File: src/hw/rtl/ffa_pkg.sv
// Shared types and constants for the first-fit heap allocator.
// Used by ffa_ctrl, ffa_datapath and first_fit_heap_allocator; depends on nothing.
package ffa_pkg;

    localparam int MAX_BLOCKS   = 64;
    localparam int IDX_W        = $clog2(MAX_BLOCKS);
    localparam int CNT_W        = IDX_W + 1;
    localparam int DATA_W       = 25;
    localparam int HEADER_BYTES = 32;
    localparam int ALIGN_BYTES  = 16;
    localparam int PAGE_BYTES   = 4096;
    localparam int SPLIT_MIN    = 16;
    localparam int ALIGN_SH     = $clog2(ALIGN_BYTES);
    localparam int PAGE_SH      = $clog2(PAGE_BYTES);
    localparam logic [DATA_W-1:0] INIT_RESET = DATA_W'(65536);

    // Operation codes on the input word.
    localparam logic [1:0] OP_INIT  = 2'd0;
    localparam logic [1:0] OP_ALLOC = 2'd1;
    localparam logic [1:0] OP_FREE  = 2'd2;

    typedef enum logic [1:0] {
        ST_OK      = 2'd0,
        ST_NULL    = 2'd1,
        ST_NO_MEM  = 2'd2,
        ST_BAD     = 2'd3
    } status_t;

    typedef enum logic [4:0] {
        CMD_NONE,
        CMD_ACCEPT,
        CMD_INIT,
        CMD_READ_IDX,
        CMD_SCAN_NEXT,
        CMD_LOAD_CUR,
        CMD_UP_START,
        CMD_READ_JM1,
        CMD_WRITE_J_DEC,
        CMD_SPLIT,
        CMD_TAKE,
        CMD_MARK_FREE,
        CMD_READ_NEXT,
        CMD_MERGE_NEXT,
        CMD_READ_JP1,
        CMD_WRITE_J_INC,
        CMD_DEC_COUNT,
        CMD_READ_PREV,
        CMD_MERGE_PREV,
        CMD_WRITE_CUR,
        CMD_DONE
    } dp_op_t;

    typedef struct packed {
        dp_op_t  op;
        status_t status;
    } cmd_t;

    typedef struct packed {
        logic [1:0] op;
        logic req_zero;
        logic addr_zero;
        logic idx_lt_count;
        logic fit;
        logic match;
        logic split_ok;
        logic cur_free;
        logic up_more;
        logic has_next;
        logic merge_next;
        logic dn_more;
        logic has_prev;
        logic merge_prev;
    } dp_stat_t;

    typedef struct packed {
        logic [DATA_W-1:0] start;
        logic [DATA_W-1:0] usable;
        logic              is_free;
    } entry_t;

endpackage

File: src/hw/rtl/ffa_datapath.sv
// Datapath of the allocator: block table memory, counters, arithmetic, result word.
// Depends on ffa_pkg; driven by commands from ffa_ctrl.
module ffa_datapath (
    input  logic                      clk,
    input  logic                      rst_n,
    input  ffa_pkg::cmd_t             cmd,
    output ffa_pkg::dp_stat_t         stat,
    input  logic                      cfg_wr_en,
    input  logic [ffa_pkg::DATA_W-1:0] cfg_wr_data,
    input  logic [1:0]                op,
    input  logic [ffa_pkg::DATA_W-1:0] request_size,
    input  logic [ffa_pkg::DATA_W-1:0] free_address,
    output logic [1:0]                status,
    output logic [ffa_pkg::DATA_W-1:0] address,
    output logic [ffa_pkg::DATA_W-1:0] allocated_bytes,
    output logic [ffa_pkg::DATA_W-1:0] total_bytes
);
    import ffa_pkg::*;

    localparam logic [DATA_W+1:0] HDR = (DATA_W+2)'(HEADER_BYTES);
    localparam logic [DATA_W+1:0] SAT_TOTAL =
        (DATA_W+2)'(((1 << DATA_W) - 1) / PAGE_BYTES * PAGE_BYTES);

    entry_t mem [MAX_BLOCKS];
    entry_t rd_data_reg;

    logic [DATA_W-1:0] initial_bytes_reg;
    logic [1:0]        op_reg;
    logic [DATA_W:0]   size_reg;
    logic [DATA_W-1:0] faddr_reg;
    logic [CNT_W-1:0]  idx_reg, j_reg, count_reg;
    logic [CNT_W-1:0]  idx_next, j_next, count_next;
    logic [DATA_W-1:0] cur_start_reg, cur_usable_reg;
    logic [DATA_W-1:0] cur_usable_next;
    logic              cur_free_reg, cur_free_next;
    logic [DATA_W-1:0] in_use_reg, in_use_next, total_reg, total_next, addr_next;
    logic [DATA_W-1:0] req_addr_reg;
    logic [DATA_W:0]   size_calc;
    logic [DATA_W+1:0] total_calc;

    logic              rd_en, wr_en;
    logic [CNT_W-1:0]  rd_idx, wr_idx;
    entry_t            wr_data;

    // Request rounding and init arena sizing are shifts and masks.
    always_comb
    begin
        size_calc  = ({1'b0, request_size} + (DATA_W+1)'(ALIGN_BYTES - 1))
                     >> ALIGN_SH << ALIGN_SH;
        total_calc = ({2'b0, initial_bytes_reg} + HDR + (DATA_W+2)'(PAGE_BYTES - 1))
                     >> PAGE_SH << PAGE_SH;
        if (total_calc > (DATA_W+2)'((1 << DATA_W) - 1))
        begin
            total_calc = SAT_TOTAL;
        end
    end

    // Status flags for the controller.
    always_comb
    begin
        stat.op           = op_reg;
        stat.req_zero     = (size_reg == '0);
        stat.addr_zero    = (faddr_reg == '0);
        stat.idx_lt_count = (idx_reg < count_reg);
        stat.fit          = rd_data_reg.is_free && ({1'b0, rd_data_reg.usable} >= size_reg);
        stat.match        = ({1'b0, rd_data_reg.start} + (DATA_W+1)'(HEADER_BYTES))
                            == {1'b0, faddr_reg};
        stat.split_ok     = ({2'b0, cur_usable_reg} >=
                             {1'b0, size_reg} + HDR + (DATA_W+2)'(SPLIT_MIN))
                            && (count_reg < CNT_W'(MAX_BLOCKS));
        stat.cur_free     = cur_free_reg;
        stat.up_more      = ({1'b0, j_reg} > {1'b0, idx_reg} + (CNT_W+1)'(1));
        stat.has_next     = ({1'b0, idx_reg} + (CNT_W+1)'(1) < {1'b0, count_reg});
        stat.merge_next   = rd_data_reg.is_free &&
                            ({2'b0, rd_data_reg.start} ==
                             {2'b0, cur_start_reg} + HDR + {2'b0, cur_usable_reg});
        stat.dn_more      = ({1'b0, j_reg} + (CNT_W+1)'(1) < {1'b0, count_reg});
        stat.has_prev     = (idx_reg != '0);
        stat.merge_prev   = rd_data_reg.is_free &&
                            ({2'b0, cur_start_reg} ==
                             {2'b0, rd_data_reg.start} + HDR + {2'b0, rd_data_reg.usable});
    end

    // Command decode: memory port use and register updates.
    always_comb
    begin
        rd_en           = 1'b0;
        rd_idx          = idx_reg;
        wr_en           = 1'b0;
        wr_idx          = idx_reg;
        wr_data         = '{start: cur_start_reg, usable: cur_usable_reg, is_free: cur_free_reg};
        idx_next        = idx_reg;
        j_next          = j_reg;
        count_next      = count_reg;
        cur_usable_next = cur_usable_reg;
        cur_free_next   = cur_free_reg;
        in_use_next     = in_use_reg;
        total_next      = total_reg;
        addr_next       = req_addr_reg;
        unique case (cmd.op)
            CMD_ACCEPT:
            begin
                idx_next  = '0;
                addr_next = '0;
            end
            CMD_INIT:
            begin
                wr_en       = 1'b1;
                wr_idx      = '0;
                wr_data     = '{start: '0,
                                usable: DATA_W'(total_calc - HDR),
                                is_free: 1'b1};
                count_next  = CNT_W'(1);
                in_use_next = '0;
                total_next  = DATA_W'(total_calc);
            end
            CMD_READ_IDX:
            begin
                rd_en = 1'b1;
            end
            CMD_SCAN_NEXT:
            begin
                idx_next = idx_reg + CNT_W'(1);
            end
            CMD_LOAD_CUR:
            begin
                cur_usable_next = rd_data_reg.usable;
                cur_free_next   = rd_data_reg.is_free;
            end
            CMD_UP_START:
            begin
                j_next = count_reg;
            end
            CMD_READ_JM1:
            begin
                rd_en  = 1'b1;
                rd_idx = j_reg - CNT_W'(1);
            end
            CMD_WRITE_J_DEC:
            begin
                wr_en   = 1'b1;
                wr_idx  = j_reg;
                wr_data = rd_data_reg;
                j_next  = j_reg - CNT_W'(1);
            end
            CMD_SPLIT:
            begin
                wr_en           = 1'b1;
                wr_idx          = idx_reg + CNT_W'(1);
                wr_data         = '{start: DATA_W'({2'b0, cur_start_reg} + HDR
                                                   + {1'b0, size_reg}),
                                    usable: DATA_W'({2'b0, cur_usable_reg}
                                                    - {1'b0, size_reg} - HDR),
                                    is_free: 1'b1};
                cur_usable_next = DATA_W'(size_reg);
                count_next      = count_reg + CNT_W'(1);
            end
            CMD_TAKE:
            begin
                wr_en       = 1'b1;
                wr_data     = '{start: cur_start_reg, usable: cur_usable_reg, is_free: 1'b0};
                in_use_next = in_use_reg + cur_usable_reg;
                addr_next   = DATA_W'({2'b0, cur_start_reg} + HDR);
            end
            CMD_MARK_FREE:
            begin
                cur_free_next = 1'b1;
                in_use_next   = in_use_reg - cur_usable_reg;
            end
            CMD_READ_NEXT:
            begin
                rd_en  = 1'b1;
                rd_idx = idx_reg + CNT_W'(1);
            end
            CMD_MERGE_NEXT:
            begin
                cur_usable_next = DATA_W'({2'b0, cur_usable_reg} + HDR
                                          + {2'b0, rd_data_reg.usable});
                j_next          = idx_reg + CNT_W'(1);
            end
            CMD_READ_JP1:
            begin
                rd_en  = 1'b1;
                rd_idx = j_reg + CNT_W'(1);
            end
            CMD_WRITE_J_INC:
            begin
                wr_en   = 1'b1;
                wr_idx  = j_reg;
                wr_data = rd_data_reg;
                j_next  = j_reg + CNT_W'(1);
            end
            CMD_DEC_COUNT:
            begin
                count_next = count_reg - CNT_W'(1);
            end
            CMD_READ_PREV:
            begin
                rd_en  = 1'b1;
                rd_idx = idx_reg - CNT_W'(1);
            end
            CMD_MERGE_PREV:
            begin
                wr_en   = 1'b1;
                wr_idx  = idx_reg - CNT_W'(1);
                wr_data = '{start: rd_data_reg.start,
                            usable: DATA_W'({2'b0, rd_data_reg.usable} + HDR
                                            + {2'b0, cur_usable_reg}),
                            is_free: 1'b1};
                j_next  = idx_reg;
            end
            CMD_WRITE_CUR:
            begin
                wr_en = 1'b1;
            end
            default:
            begin
            end
        endcase
    end

    // Block table memory with registered read.
    always_ff @(posedge clk)
    begin
        if (wr_en)
        begin
            mem[wr_idx[IDX_W-1:0]] <= wr_data;
        end
        if (rd_en)
        begin
            rd_data_reg <= mem[rd_idx[IDX_W-1:0]];
        end
    end

    // Control and bookkeeping registers.
    always_ff @(posedge clk or negedge rst_n)
    begin
        if (!rst_n)
        begin
            initial_bytes_reg <= INIT_RESET;
            count_reg         <= '0;
            in_use_reg        <= '0;
            total_reg         <= '0;
            idx_reg           <= '0;
            j_reg             <= '0;
        end
        else
        begin
            if (cfg_wr_en)
            begin
                initial_bytes_reg <= cfg_wr_data;
            end
            count_reg  <= count_next;
            in_use_reg <= in_use_next;
            total_reg  <= total_next;
            idx_reg    <= idx_next;
            j_reg      <= j_next;
        end
    end

    // Payload registers: latched word, current block and result word.
    always_ff @(posedge clk)
    begin
        if (cmd.op == CMD_ACCEPT)
        begin
            op_reg    <= op;
            size_reg  <= size_calc;
            faddr_reg <= free_address;
        end
        if (cmd.op == CMD_LOAD_CUR)
        begin
            cur_start_reg <= rd_data_reg.start;
        end
        cur_usable_reg <= cur_usable_next;
        cur_free_reg   <= cur_free_next;
        req_addr_reg   <= addr_next;
        if (cmd.op == CMD_DONE)
        begin
            status          <= cmd.status;
            address         <= req_addr_reg;
            allocated_bytes <= in_use_reg;
            total_bytes     <= total_reg;
        end
    end

endmodule

File: src/hw/rtl/ffa_ctrl.sv
// Controller state machine of the allocator: sequences scans, shifts and merges.
// Depends on ffa_pkg; commands ffa_datapath and owns the channel handshakes.
module ffa_ctrl (
    input  logic              clk,
    input  logic              rst_n,
    input  logic              in_valid,
    output logic              in_ready,
    output logic              out_valid,
    input  logic              out_ready,
    input  ffa_pkg::dp_stat_t stat,
    output ffa_pkg::cmd_t     cmd
);
    import ffa_pkg::*;

    typedef enum logic [4:0] {
        S_IDLE,
        S_DISPATCH,
        S_SCAN_RD,
        S_SCAN_CHK,
        S_A_DECIDE,
        S_UP_TEST,
        S_UP_WR,
        S_A_TAKE,
        S_F_CHECK,
        S_F_NEXT,
        S_F_NEXT_CHK,
        S_DN_TEST,
        S_DN_WR,
        S_F_PREV,
        S_F_PREV_CHK,
        S_FINISH
    } state_t;

    state_t  state_reg, state_next;
    status_t status_reg, status_next;
    logic    last_drop_reg, last_drop_next;
    logic    out_valid_reg, out_valid_next;

    assign in_ready  = (state_reg == S_IDLE);
    assign out_valid = out_valid_reg;

    // Next state and command for the datapath.
    always_comb
    begin
        state_next     = state_reg;
        status_next    = status_reg;
        last_drop_next = last_drop_reg;
        out_valid_next = out_valid_reg && !out_ready;
        cmd.op         = CMD_NONE;
        cmd.status     = status_reg;
        unique case (state_reg)
            S_IDLE:
            begin
                if (in_valid)
                begin
                    cmd.op     = CMD_ACCEPT;
                    state_next = S_DISPATCH;
                end
            end
            S_DISPATCH:
            begin
                state_next = S_FINISH;
                case (stat.op)
                    OP_INIT:
                    begin
                        cmd.op      = CMD_INIT;
                        status_next = ST_OK;
                    end
                    OP_ALLOC:
                    begin
                        status_next = stat.req_zero ? ST_NULL : ST_NO_MEM;
                        if (!stat.req_zero)
                        begin
                            state_next = S_SCAN_RD;
                        end
                    end
                    OP_FREE:
                    begin
                        status_next = stat.addr_zero ? ST_NULL : ST_BAD;
                        if (!stat.addr_zero)
                        begin
                            state_next = S_SCAN_RD;
                        end
                    end
                    default:
                    begin
                        status_next = ST_NULL;
                    end
                endcase
            end
            S_SCAN_RD:
            begin
                if (stat.idx_lt_count)
                begin
                    cmd.op     = CMD_READ_IDX;
                    state_next = S_SCAN_CHK;
                end
                else
                begin
                    state_next = S_FINISH;
                end
            end
            S_SCAN_CHK:
            begin
                if ((stat.op == OP_ALLOC) ? stat.fit : stat.match)
                begin
                    cmd.op     = CMD_LOAD_CUR;
                    state_next = (stat.op == OP_ALLOC) ? S_A_DECIDE : S_F_CHECK;
                end
                else
                begin
                    cmd.op     = CMD_SCAN_NEXT;
                    state_next = S_SCAN_RD;
                end
            end
            S_A_DECIDE:
            begin
                status_next = ST_OK;
                if (stat.split_ok)
                begin
                    cmd.op     = CMD_UP_START;
                    state_next = S_UP_TEST;
                end
                else
                begin
                    cmd.op     = CMD_TAKE;
                    state_next = S_FINISH;
                end
            end
            S_UP_TEST:
            begin
                if (stat.up_more)
                begin
                    cmd.op     = CMD_READ_JM1;
                    state_next = S_UP_WR;
                end
                else
                begin
                    cmd.op     = CMD_SPLIT;
                    state_next = S_A_TAKE;
                end
            end
            S_UP_WR:
            begin
                cmd.op     = CMD_WRITE_J_DEC;
                state_next = S_UP_TEST;
            end
            S_A_TAKE:
            begin
                cmd.op     = CMD_TAKE;
                state_next = S_FINISH;
            end
            S_F_CHECK:
            begin
                if (stat.cur_free)
                begin
                    state_next = S_FINISH;
                end
                else
                begin
                    cmd.op         = CMD_MARK_FREE;
                    status_next    = ST_OK;
                    last_drop_next = 1'b0;
                    state_next     = S_F_NEXT;
                end
            end
            S_F_NEXT:
            begin
                if (stat.has_next)
                begin
                    cmd.op     = CMD_READ_NEXT;
                    state_next = S_F_NEXT_CHK;
                end
                else
                begin
                    state_next = S_F_PREV;
                end
            end
            S_F_NEXT_CHK:
            begin
                if (stat.merge_next)
                begin
                    cmd.op     = CMD_MERGE_NEXT;
                    state_next = S_DN_TEST;
                end
                else
                begin
                    state_next = S_F_PREV;
                end
            end
            S_DN_TEST:
            begin
                if (stat.dn_more)
                begin
                    cmd.op     = CMD_READ_JP1;
                    state_next = S_DN_WR;
                end
                else
                begin
                    cmd.op     = CMD_DEC_COUNT;
                    state_next = last_drop_reg ? S_FINISH : S_F_PREV;
                end
            end
            S_DN_WR:
            begin
                cmd.op     = CMD_WRITE_J_INC;
                state_next = S_DN_TEST;
            end
            S_F_PREV:
            begin
                if (stat.has_prev)
                begin
                    cmd.op     = CMD_READ_PREV;
                    state_next = S_F_PREV_CHK;
                end
                else
                begin
                    cmd.op     = CMD_WRITE_CUR;
                    state_next = S_FINISH;
                end
            end
            S_F_PREV_CHK:
            begin
                if (stat.merge_prev)
                begin
                    cmd.op         = CMD_MERGE_PREV;
                    last_drop_next = 1'b1;
                    state_next     = S_DN_TEST;
                end
                else
                begin
                    cmd.op     = CMD_WRITE_CUR;
                    state_next = S_FINISH;
                end
            end
            S_FINISH:
            begin
                // Load the result register once the previous word has left.
                if (!out_valid_reg || out_ready)
                begin
                    cmd.op         = CMD_DONE;
                    out_valid_next = 1'b1;
                    state_next     = S_IDLE;
                end
            end
            default:
            begin
                state_next = S_IDLE;
            end
        endcase
    end

    // State and registered handshake outputs.
    always_ff @(posedge clk or negedge rst_n)
    begin
        if (!rst_n)
        begin
            state_reg     <= S_IDLE;
            status_reg    <= ST_OK;
            last_drop_reg <= 1'b0;
            out_valid_reg <= 1'b0;
        end
        else
        begin
            state_reg     <= state_next;
            status_reg    <= status_next;
            last_drop_reg <= last_drop_next;
            out_valid_reg <= out_valid_next;
        end
    end

endmodule

File: src/hw/rtl/first_fit_heap_allocator.sv
// First-fit heap allocator top level: controller plus datapath.
// Depends on ffa_pkg, ffa_ctrl and ffa_datapath.
//
// Input words (op, request_size, free_address) are taken on in_valid/in_ready;
// each word gives one result word (status, address, allocated_bytes,
// total_bytes) on out_valid/out_ready. One word is worked on at a time.
// Init and null or zero requests go straight from dispatch to the result.
// Allocate and free scan the block table entry by entry, each entry read
// from the registered memory and then checked, and may then shift entries,
// each one read and then written, to open or close a slot.
// The result sits in an output register; the next input word is accepted
// while it waits, and the block stalls only when a second result is ready
// before the first was taken.
// The arena register is written through cfg_wr_en/cfg_wr_data; the user is
// to write it only while idle, which the block itself leaves unchecked.
// Reset empties the table (no blocks, zero totals) and sets the arena
// request to 65536 bytes; allocates before an init report out of memory.
module first_fit_heap_allocator (
    input  logic                       clk,
    input  logic                       rst_n,
    input  logic                       cfg_wr_en,
    input  logic [ffa_pkg::DATA_W-1:0] cfg_wr_data,
    input  logic                       in_valid,
    output logic                       in_ready,
    input  logic [1:0]                 op,
    input  logic [ffa_pkg::DATA_W-1:0] request_size,
    input  logic [ffa_pkg::DATA_W-1:0] free_address,
    output logic                       out_valid,
    input  logic                       out_ready,
    output logic [1:0]                 status,
    output logic [ffa_pkg::DATA_W-1:0] address,
    output logic [ffa_pkg::DATA_W-1:0] allocated_bytes,
    output logic [ffa_pkg::DATA_W-1:0] total_bytes
);
    import ffa_pkg::*;

    cmd_t     cmd;
    dp_stat_t stat;

    // Sequencer.
    ffa_ctrl u_ctrl (
        .clk       (clk),
        .rst_n     (rst_n),
        .in_valid  (in_valid),
        .in_ready  (in_ready),
        .out_valid (out_valid),
        .out_ready (out_ready),
        .stat      (stat),
        .cmd       (cmd)
    );

    // Table, arithmetic and result register.
    ffa_datapath u_datapath (
        .clk             (clk),
        .rst_n           (rst_n),
        .cmd             (cmd),
        .stat            (stat),
        .cfg_wr_en       (cfg_wr_en),
        .cfg_wr_data     (cfg_wr_data),
        .op              (op),
        .request_size    (request_size),
        .free_address    (free_address),
        .status          (status),
        .address         (address),
        .allocated_bytes (allocated_bytes),
        .total_bytes     (total_bytes)
    );

endmodule
File: config.mk
export PLATFORM = sky130hd
export DESIGN_NAME = first_fit_heap_allocator
export DESIGN_NICKNAME = d
export VERILOG_FILES = /design/src/hw/rtl/ffa_pkg.sv /design/src/hw/rtl/ffa_datapath.sv /design/src/hw/rtl/ffa_ctrl.sv /design/src/hw/rtl/first_fit_heap_allocator.sv
export SDC_FILE = /design/constraint.sdc
export NUM_CORES = 2
export LEC_CHECK = 0
export BUFFER_PORTS_ARGS = -buffer_cell sky130_fd_sc_hd__buf_2
export CAP_MARGIN = 10
export CORE_ASPECT_RATIO = 0.8
export CORE_MARGIN = 2
export CORE_UTILIZATION = 35
export CTS_CLUSTER_DIAMETER = 50
export CTS_CLUSTER_SIZE = 40
export DETAILED_ROUTE_END_ITERATION = 12
export MAX_ROUTING_LAYER = met4
export PLACE_DENSITY = 0.47
export SETUP_SLACK_MARGIN = 0.05
export SLEW_MARGIN = 20
export SYNTH_ARGS = -nofsm -noshare
export SYNTH_HDL_FRONTEND = slang
export SYNTH_SLANG_ARGS = --single-unit
File: constraint.sdc
create_clock -name clk -period 10.7 [get_ports clk]
set_clock_uncertainty 0.2 [all_clocks]
set_input_delay 0 -clock clk [delete_from_list [all_inputs] [get_ports clk]]
set_output_delay 0 -clock clk [all_outputs]
set_load 0.02 [all_outputs]
---- Word-level counts from Yosys, hierarchy flattened ----
Memories as Yosys holds them, arrays and structs flattened. A register that Yosys moved wholly into a read port is not among the register bits.
Cells that the tools add are included.
operators by class
  eq/ne operators ......................... 44
  reduce and logical (&&, ||, !) cells .... 28
  muxes and demuxes ....................... 58
  $add $sub $neg .......................... 28
  order comparisons ....................... 8
operator list
  kind                                                              count
  case mux 51 bit (5 select lines)                                  1
  case mux 5 bit (16 select lines)                                  2
  case mux 25 bit (3 select lines)                                  2
  adder 25 x 6 -> 26 bit (second input constant)                    4
  adder 25 bit                                                      4
  equality test 5 x 4 -> 1 bit (second input constant)              16
  equality test 25 x 27 -> 1 bit                                    2
  adder 25 x 6 -> 25 bit (second input constant)                    2
  case mux 25 bit (2 select lines)                                  1
  subtractor 25 bit                                                 2
  subtractor 25 x 6 -> 25 bit (second input constant)               2
  case mux 6 bit (4 select lines)                                   2
  equality test 5 x 3 -> 1 bit (second input constant)              8
  2-to-1 mux 4 bit                                                  10
  case mux 7 bit (5 select lines)                                   1
  2-to-1 mux 5 bit                                                  6
  adder 26 x 12 -> 27 bit (second input constant)                   1
  adder 26 x 25 -> 27 bit                                           1
  adder 26 x 6 -> 27 bit (second input constant)                    1
  adder 27 x 25 -> 27 bit                                           1
  adder 27 x 5 -> 27 bit (second input constant)                    1
  >= comparator 25 x 27 -> 1 bit                                    1
  greater-than comparator 27 x 25 -> 1 bit (second input constant)  1
  adder 25 x 4 -> 26 bit (second input constant)                    1
  other kinds (42)                                                  93
word-level totals
  bits of input ports ..................... 82
  register bits after elaboration ......... 307
  word-level logic and storage cells ...... 188
  output and inout port bits .............. 79
  bits in writable memories ............... 3,264
  memories ................................ 1
memories
  name            words  bits a word  read ports  clocked after memory_dff  write ports  RTL line            RTL
  u_datapath.mem  64     51           1           1                         1            ffa_datapath.sv:24  entry_t mem [MAX_BLOCKS];

---- Longest topological paths before layout ----
  depth after elaboration ................. 11
  mapped depth ............................ 32
  depth with buffers taken out ............ 24

---- Hierarchy ----
A second synthesis with hierarchy kept.
second synthesis, totals
  cells, all modules ...................... 12,567
  area total of the unflattened synthesis .. 156,412.5 um2
by module, submodules not included
  module        times used  seq. area each (um2)  cells an instance  area each (um2)
  ffa_datapath  1           107,354.2             12,427             155,389.0
  ffa_ctrl      1           200.2                 140                1,023.5

---- Worst setup path before layout ----
No wires, ideal clock.
  path type ............................... register to register
  from .................................... register u_datapath.size_reg[4]
  to ...................................... memory u_datapath.mem[48][0] (netlist name), enable pin
  path slack .............................. 814 ps
  setup time .............................. 523 ps
  clock period less this slack ............ 9,886 ps
  stages on the path, launching flop included .. 25
  data arrival time ....................... 9,164 ps
  data required time ...................... 9,977 ps
  path buffers ............................ 2
  cells stage by stage .................... edfxtp_1 > inv_1 > ha_1 > nand3b_1 > nor4_1 > nand3_1 > xnor2_1 > ha_1 > a21o_1 > a21o_1 > a21oi_1 > o21ai_0 > a2111oi_0 > o21ai_0 > a31oi_1 > or3_1 > clkbuf_1 > nor4b_1 > nand3_1 > and3_1 > clkbuf_1 > a21o_1 > a221oi_2 > nand3_1 > nor3_1
on the way
  cells in the longest elaborated chain, start to end .. 11
  elaborated cells between the ends (all ways) .. 23
  classes of those cells .................. add/sub: 2; order compare: 2; eq/ne: 7; mux: 8; reduce/logical: 4
ends and longest elaborated chain
  element                                      RTL line             RTL
  from (decl)                                  ffa_datapath.sv:29   logic [DATA_W:0] size_reg;
  from (signal assigned)                       ffa_datapath.sv:267  size_reg <= size_calc;
  adder 26 x 6 -> 27 bit                       ffa_datapath.sv:69   {1'b0, size_reg} + HDR + (DATA_W+2)'(SPLIT_MIN))
  adder 27 x 5 -> 27 bit                       ffa_datapath.sv:69
  >= comparator 25 x 27 -> 1 bit               ffa_datapath.sv:68   stat.split_ok = ({2'b0, cur_usable_reg} >=
  logical AND 1 bit                            ffa_datapath.sv:70   && (count_reg < CNT_W'(MAX_BLOCKS));
  2-to-1 mux 4 bit                             ffa_ctrl.sv:119      if (stat.split_ok)
  case mux 5 bit (16 select lines) (*)         ffa_ctrl.sv:51       unique case (state_reg)
  equality test 5 bit (tied with other cells)  ffa_datapath.sv:100  unique case (cmd.op)
  OR reduction 7 bit (no line)                 --
  2-to-1 mux 1 bit                             ffa_datapath.sv:100
  2-to-1 mux 1 bit                             ffa_datapath.sv:225  if (wr_en)
  2-to-1 mux 1 bit (not written as such)       ffa_datapath.sv:227  mem[wr_idx[IDX_W-1:0]] <= wr_data;
  to (decl)                                    ffa_datapath.sv:24
Mark *: on every way between the ends. The rest lies on a longest branch, timed or not.

---- Worst setup path in the final report ----
  from .................................... register, netlist name u_datapath.rd_data_reg[32]
  to ...................................... register, netlist name u_datapath.rd_data_reg[31]
on the way
  cells in the longest elaborated chain, start to end .. 9
  elaborated cells between the ends (all ways) .. 21
  classes of those cells .................. add/sub: 3; eq/ne: 8; mux: 7; reduce/logical: 3
ends and longest elaborated chain
  element                                               RTL line                                RTL
  adder 25 x 6 -> 26 bit                                ffa_datapath.sv:66, ffa_datapath.sv:81
  adder 27 x 25 -> 27 bit                               ffa_datapath.sv:81                      {2'b0, rd_data_reg.start} + HDR + {2'b0, rd_data_reg.usable});
  equality test 25 x 27 -> 1 bit                        ffa_datapath.sv:80                      ({2'b0, cur_start_reg} ==
  logical AND 1 bit                                     ffa_datapath.sv:79                      stat.merge_prev = rd_data_reg.is_free &&
  2-to-1 mux 1 bit                                      ffa_ctrl.sv:224                         if (stat.merge_prev)
  case mux 5 bit (16 select lines) (*)                  ffa_ctrl.sv:51
  equality test 5 x 2 -> 1 bit (tied with other cells)  ffa_datapath.sv:100
  OR reduction 5 bit (no line)                          --
  2-to-1 mux 1 bit                                      ffa_datapath.sv:100
Marks and branches as above.
A chain may end at the register's enable or synchronous reset.

==> results.md <==
Cells and area
- 40600 — Fill cells
- 13200 — # nets final
- 0.123 — share of cells above drive strength 1
- 108000 um^2 — Seq. cell area
- 19000 — number of standard cells in the final layout excluding fillers
- 18.0% — synth-to-layout area growth
- 3264 — max FFs per register
- 44500 um^2 — area used by multi-input combinational logic

Floorplanning
- 0.352 — starting density of the core
- 748 um — Die Span X
- 218 — Rows
- 448000 um^2 — Total Die Area
- 161 — I/O pin count
- 441000 um^2 — core box area
- 599 um — Die H

Min path
- free_address[10] — Worst Min Path Start
- in -> reg — Worst Hold Class
- 3 — count of cells along the worst hold path
- u_datapath.faddr_reg[10]$_DFFE_PP_ — Worst Hold Path EP

CTS
- 0 — Setup Fix Bufs, Post-CTS
- sky130_fd_sc_hd__clkbuf_16 — library cell used as clock root buffer
- 1.04 ns — insertion delay of the later-clocked pin in the worst-skew pair
- 3597 — clock tree sinks
- 4 — maximum root-to-sink buffer count
- 5 — deepest level of the CTS H-tree
- 374 — total clock buffers created by CTS
- 0.07 ns — clock transition at the registers of the reported paths
- yes — TritonCTS clock tree

Setup path
- register — startpoint class of the critical path
- u_datapath.rd_data_reg[32]$_DFFE_PP_ — worst setup path startpoint
- u_datapath.rd_data_reg[32]$_DFFE_PP_ — Crit Reg-Reg Startpoint
- 37 — highest net fanout along the worst path
- 10.37 ns — critical path data arrival time
- register — critical path endpoint category
- reg -> reg — Setup CP Type
- 25 — Worst R2R Path Depth
- 0.71 ns — R2R Setup Slk
- 11.08 ns — Crit path required time
- u_datapath.rd_data_reg[31]$_DFFE_PP_ — reg-to-reg critical path endpoint

Drt
- 5.75 — via-per-instance ratio
- 109000 — DR vias
- 30.8 um — post-DR wirelength/cell
- 0 — DRC violation count after routing
- 0 — number of antenna-violating nets in the routed design
- 14200 — initial drt markers
- 6 — total iterations of the first detailed-routing run
- 584000 um — final routed wirelength across all metal layers

Placed design
- 18000 — number of cells after detailed placement
- 0.920 — final weighted congestion in routability-driven placement
- 148 — Buffers on Ports
- 353000 um — final HPWL from detailed placement

Yosys
- 0.694 — sequential cell area fraction in the yosys report
- sky130_fd_sc_hd__edfxtp_1 — post-synth top area cell
- 3505 — EDFF count, synth
- 0 — yosys warns
- 0.0256 — share of flip-flops with an asynchronous set or reset after synthesis
- sky130_fd_sc_hd__edfxtp_1, sky130_fd_sc_hd__nand2_1, sky130_fd_sc_hd__nand3_1, sky130_fd_sc_hd__ha_1, sky130_fd_sc_hd__a311oi_1 — dominant cells by area after synthesis
- 0.679 — area share of the largest cell type after synthesis
- sky130_fd_sc_hd__edfxtp_1 — Top FF cell, synth
- 155000 um^2 — Post-Syn Area
- 12200 — number of instances in the synthesized netlist
- 100 — number of distinct library cells after synthesis
- 3597 — number of flip-flops and latches in the synthesized netlist
- 12.7 um^2 — per-instance average area after synthesis

Run
- 0 — max-cap viol count

Global route
- 27 — initial antenna violation count
- 109 — pin count of the biggest net entering global routing
- 0.260 — overall global routing resource usage
- 809000 um — first-pass GRT wire length
- 102000 — number of global-route vias before repair
- 0 — final global-route overflow total

STA
- 0 — Final Max Slew Viols
- 0 — Finish-stage setup viols
- false — RSZ-0062 raised after global routing
- 0.934 — portion of the clock cycle consumed by the worst path in the final layout
- 9.99 ns — minimum clock period
- 0.100 GHz — maximum clock frequency
- 0.176 — max_slew headroom
- 1.24 ns — slew at the pin with the worst max-slew slack
- 0 — Fin. Hold Viols
- 0 ns — Setup TNS

Status
- completed — result of the run

==> stage by stage <==
step	worst slack [ns]	util	area [um^2]	hold WS [ns]
final	0.708	0.415	183000	0.100
after global routing	0.208	0.415	183000	0.109
after CTS	0.521	0.415	183000	0.0207
after detailed placement	0.562	0.380	168000	-0.292
after global placement	0.117	0.380	167000	-0.303
after floorplan	0.814	-	155000	-0.496
==> final cells by class <==
cell class / count / area share
antenna: 10 / 0.000137
clock buffer: 393 / 0.0518
clock inverter: 306 / 0.0196
inverter: 196 / 0.00403
multi-input combinational: 7708 / 0.243
sequential: 3597 / 0.588
tap: 5830 / 0.0399
timing repair buffer: 932 / 0.0539
==> timing repair <==
item	in CTS	in global routing
hold buffers	230	2
hold endpoints to repair	225	22
resized for setup	0	1
setup endpoints to repair	0	1
==> synth_stat cells (19+ instances only) <==
cell type / instances
sky130_fd_sc_hd__o21a_1: 19
sky130_fd_sc_hd__nand2_1: 3136
sky130_fd_sc_hd__a21o_1: 65
sky130_fd_sc_hd__clkbuf_1: 402
sky130_fd_sc_hd__and2_1: 22
sky130_fd_sc_hd__a22oi_1: 55
sky130_fd_sc_hd__mux2_2: 67
sky130_fd_sc_hd__xor2_1: 93
sky130_fd_sc_hd__nor4_1: 57
sky130_fd_sc_hd__nand4_1: 85
sky130_fd_sc_hd__inv_1: 196
sky130_fd_sc_hd__nor3_1: 69
sky130_fd_sc_hd__o21ai_0: 226
sky130_fd_sc_hd__buf_1: 56
sky130_fd_sc_hd__edfxtp_1: 3505
sky130_fd_sc_hd__or3_1: 25
sky130_fd_sc_hd__nand3_1: 884
sky130_fd_sc_hd__nand2b_1: 39
sky130_fd_sc_hd__a222oi_1: 19
sky130_fd_sc_hd__o211ai_1: 31
sky130_fd_sc_hd__a221oi_1: 28
sky130_fd_sc_hd__a32oi_1: 21
sky130_fd_sc_hd__nor2_1: 310
sky130_fd_sc_hd__a311oi_1: 323
sky130_fd_sc_hd__buf_4: 37
sky130_fd_sc_hd__buf_2: 235
sky130_fd_sc_hd__o31ai_1: 26
sky130_fd_sc_hd__or4_1: 48
sky130_fd_sc_hd__dfrtp_1: 91
sky130_fd_sc_hd__ha_1: 271
sky130_fd_sc_hd__mux2i_1: 140
sky130_fd_sc_hd__a31oi_1: 337
sky130_fd_sc_hd__a21oi_1: 145
sky130_fd_sc_hd__o22ai_1: 195
sky130_fd_sc_hd__nor2b_1: 52
sky130_fd_sc_hd__a211oi_1: 28
sky130_fd_sc_hd__xnor2_1: 194
sky130_fd_sc_hd__and3_1: 392
sky130_fd_sc_hd__a22o_1: 39
==> worst max-delay path, cell delays in order (launching register included) <==
cell	delay, ns
sky130_fd_sc_hd__edfxtp_1	1.05
sky130_fd_sc_hd__ha_1	0.38
sky130_fd_sc_hd__and3_1	0.25
sky130_fd_sc_hd__nand4_1	0.40
sky130_fd_sc_hd__nor2_1	0.28
sky130_fd_sc_hd__xor2_1	0.29
sky130_fd_sc_hd__ha_1	0.33
sky130_fd_sc_hd__a21oi_1	0.14
sky130_fd_sc_hd__o21ai_0	0.39
sky130_fd_sc_hd__mux2i_1	0.15
sky130_fd_sc_hd__or4_1	0.51
sky130_fd_sc_hd__nor4_1	0.40
sky130_fd_sc_hd__and4_1	0.25
sky130_fd_sc_hd__nand4_1	0.11
sky130_fd_sc_hd__nor4_2	0.43
sky130_fd_sc_hd__buf_4	0.21
sky130_fd_sc_hd__a211o_2	0.27
sky130_fd_sc_hd__a21oi_2	0.22
sky130_fd_sc_hd__or3_1	0.64
sky130_fd_sc_hd__nand2_8	0.56
sky130_fd_sc_hd__buf_12	0.29
sky130_fd_sc_hd__mux4_2	0.55
sky130_fd_sc_hd__nand2_1	0.09
sky130_fd_sc_hd__a31oi_1	0.08
sky130_fd_sc_hd__a32oi_1	0.44
sky130_fd_sc_hd__nand3_2	0.50
==> how the worst max path moves through the flow <==
stage                                                end  slack [ns]  depth (start not counted)
floorplan                u_datapath.mem[48][0]$_DFFE_PP_        0.81                         24
global placement    u_datapath.rd_data_reg[31]$_DFFE_PP_        0.12                         24
detailed placement  u_datapath.rd_data_reg[31]$_DFFE_PP_        0.56                         25
CTS                 u_datapath.rd_data_reg[31]$_DFFE_PP_        0.52                         25
global route        u_datapath.rd_data_reg[31]$_DFFE_PP_        0.21                         24
finish              u_datapath.rd_data_reg[31]$_DFFE_PP_        0.71                         25
==> layout by cell type (no fill, tap or decap), types with 30 or more instances in the layout <==
| cell | synthesis | layout |
|---|---|---|
| sky130_fd_sc_hd__buf_12 | 0 | 209 |
| sky130_fd_sc_hd__xor2_1 | 93 | 93 |
| sky130_fd_sc_hd__buf_2 | 235 | 148 |
| sky130_fd_sc_hd__a22oi_1 | 55 | 55 |
| sky130_fd_sc_hd__o21ai_0 | 226 | 211 |
| sky130_fd_sc_hd__clkinvlp_4 | 0 | 36 |
| sky130_fd_sc_hd__o22ai_1 | 195 | 195 |
| sky130_fd_sc_hd__clkinv_8 | 0 | 37 |
| sky130_fd_sc_hd__mux2i_1 | 140 | 140 |
| sky130_fd_sc_hd__a31oi_1 | 337 | 337 |
| sky130_fd_sc_hd__ha_1 | 271 | 271 |
| sky130_fd_sc_hd__and3_1 | 392 | 390 |
| sky130_fd_sc_hd__a21oi_1 | 145 | 145 |
| sky130_fd_sc_hd__nand3_1 | 884 | 878 |
| sky130_fd_sc_hd__o211ai_1 | 31 | 31 |
| sky130_fd_sc_hd__or4_1 | 48 | 48 |
| sky130_fd_sc_hd__inv_6 | 0 | 59 |
| sky130_fd_sc_hd__a22o_1 | 39 | 35 |
| sky130_fd_sc_hd__a21o_1 | 65 | 65 |
| sky130_fd_sc_hd__nor2b_1 | 52 | 49 |
| sky130_fd_sc_hd__nor3_1 | 69 | 58 |
| sky130_fd_sc_hd__nor4_1 | 57 | 55 |
| sky130_fd_sc_hd__mux2_2 | 67 | 67 |
| sky130_fd_sc_hd__nor2_1 | 310 | 251 |
| sky130_fd_sc_hd__dfrtp_1 | 91 | 91 |
| sky130_fd_sc_hd__nand4_1 | 85 | 85 |
| sky130_fd_sc_hd__clkbuf_16 | 0 | 376 |
| sky130_fd_sc_hd__inv_1 | 196 | 189 |
| sky130_fd_sc_hd__dlygate4sd3_1 | 0 | 231 |
| sky130_fd_sc_hd__edfxtp_1 | 3505 | 3505 |
| sky130_fd_sc_hd__nand2b_1 | 39 | 39 |
| sky130_fd_sc_hd__clkinv_2 | 0 | 30 |
| sky130_fd_sc_hd__nor2_4 | 0 | 57 |
| sky130_fd_sc_hd__a311oi_1 | 323 | 323 |
| sky130_fd_sc_hd__inv_8 | 0 | 46 |
| sky130_fd_sc_hd__xnor2_1 | 194 | 194 |
| sky130_fd_sc_hd__nand2_1 | 3136 | 3127 |
| sky130_fd_sc_hd__buf_4 | 37 | 341 |
==> kinds of logic after synthesis <==
kind of cell	Yosys count	synth area share
AO/OA/AOI/OAI	1739	0.0793
XOR/XNOR	287	0.0162
adder cells (fa/ha/maj)	278	0.0228
buffers and inverters	943	0.0264
flip-flops	3597	0.694
multiplexers	215	0.0151
other	1	0.0000242
AND/OR/NAND/NOR	5177	0.147
==> layer usage <==
layer,track usage,wire length [um]
met4,0.0654,15700
met2,0.375,251000
met5,-,0
met1,0.383,267000
met3,0.0394,49500
Power is left out: the tool's default activity adds up to more than one toggle a clock period on the data nets, which glitch-free logic cannot reach.
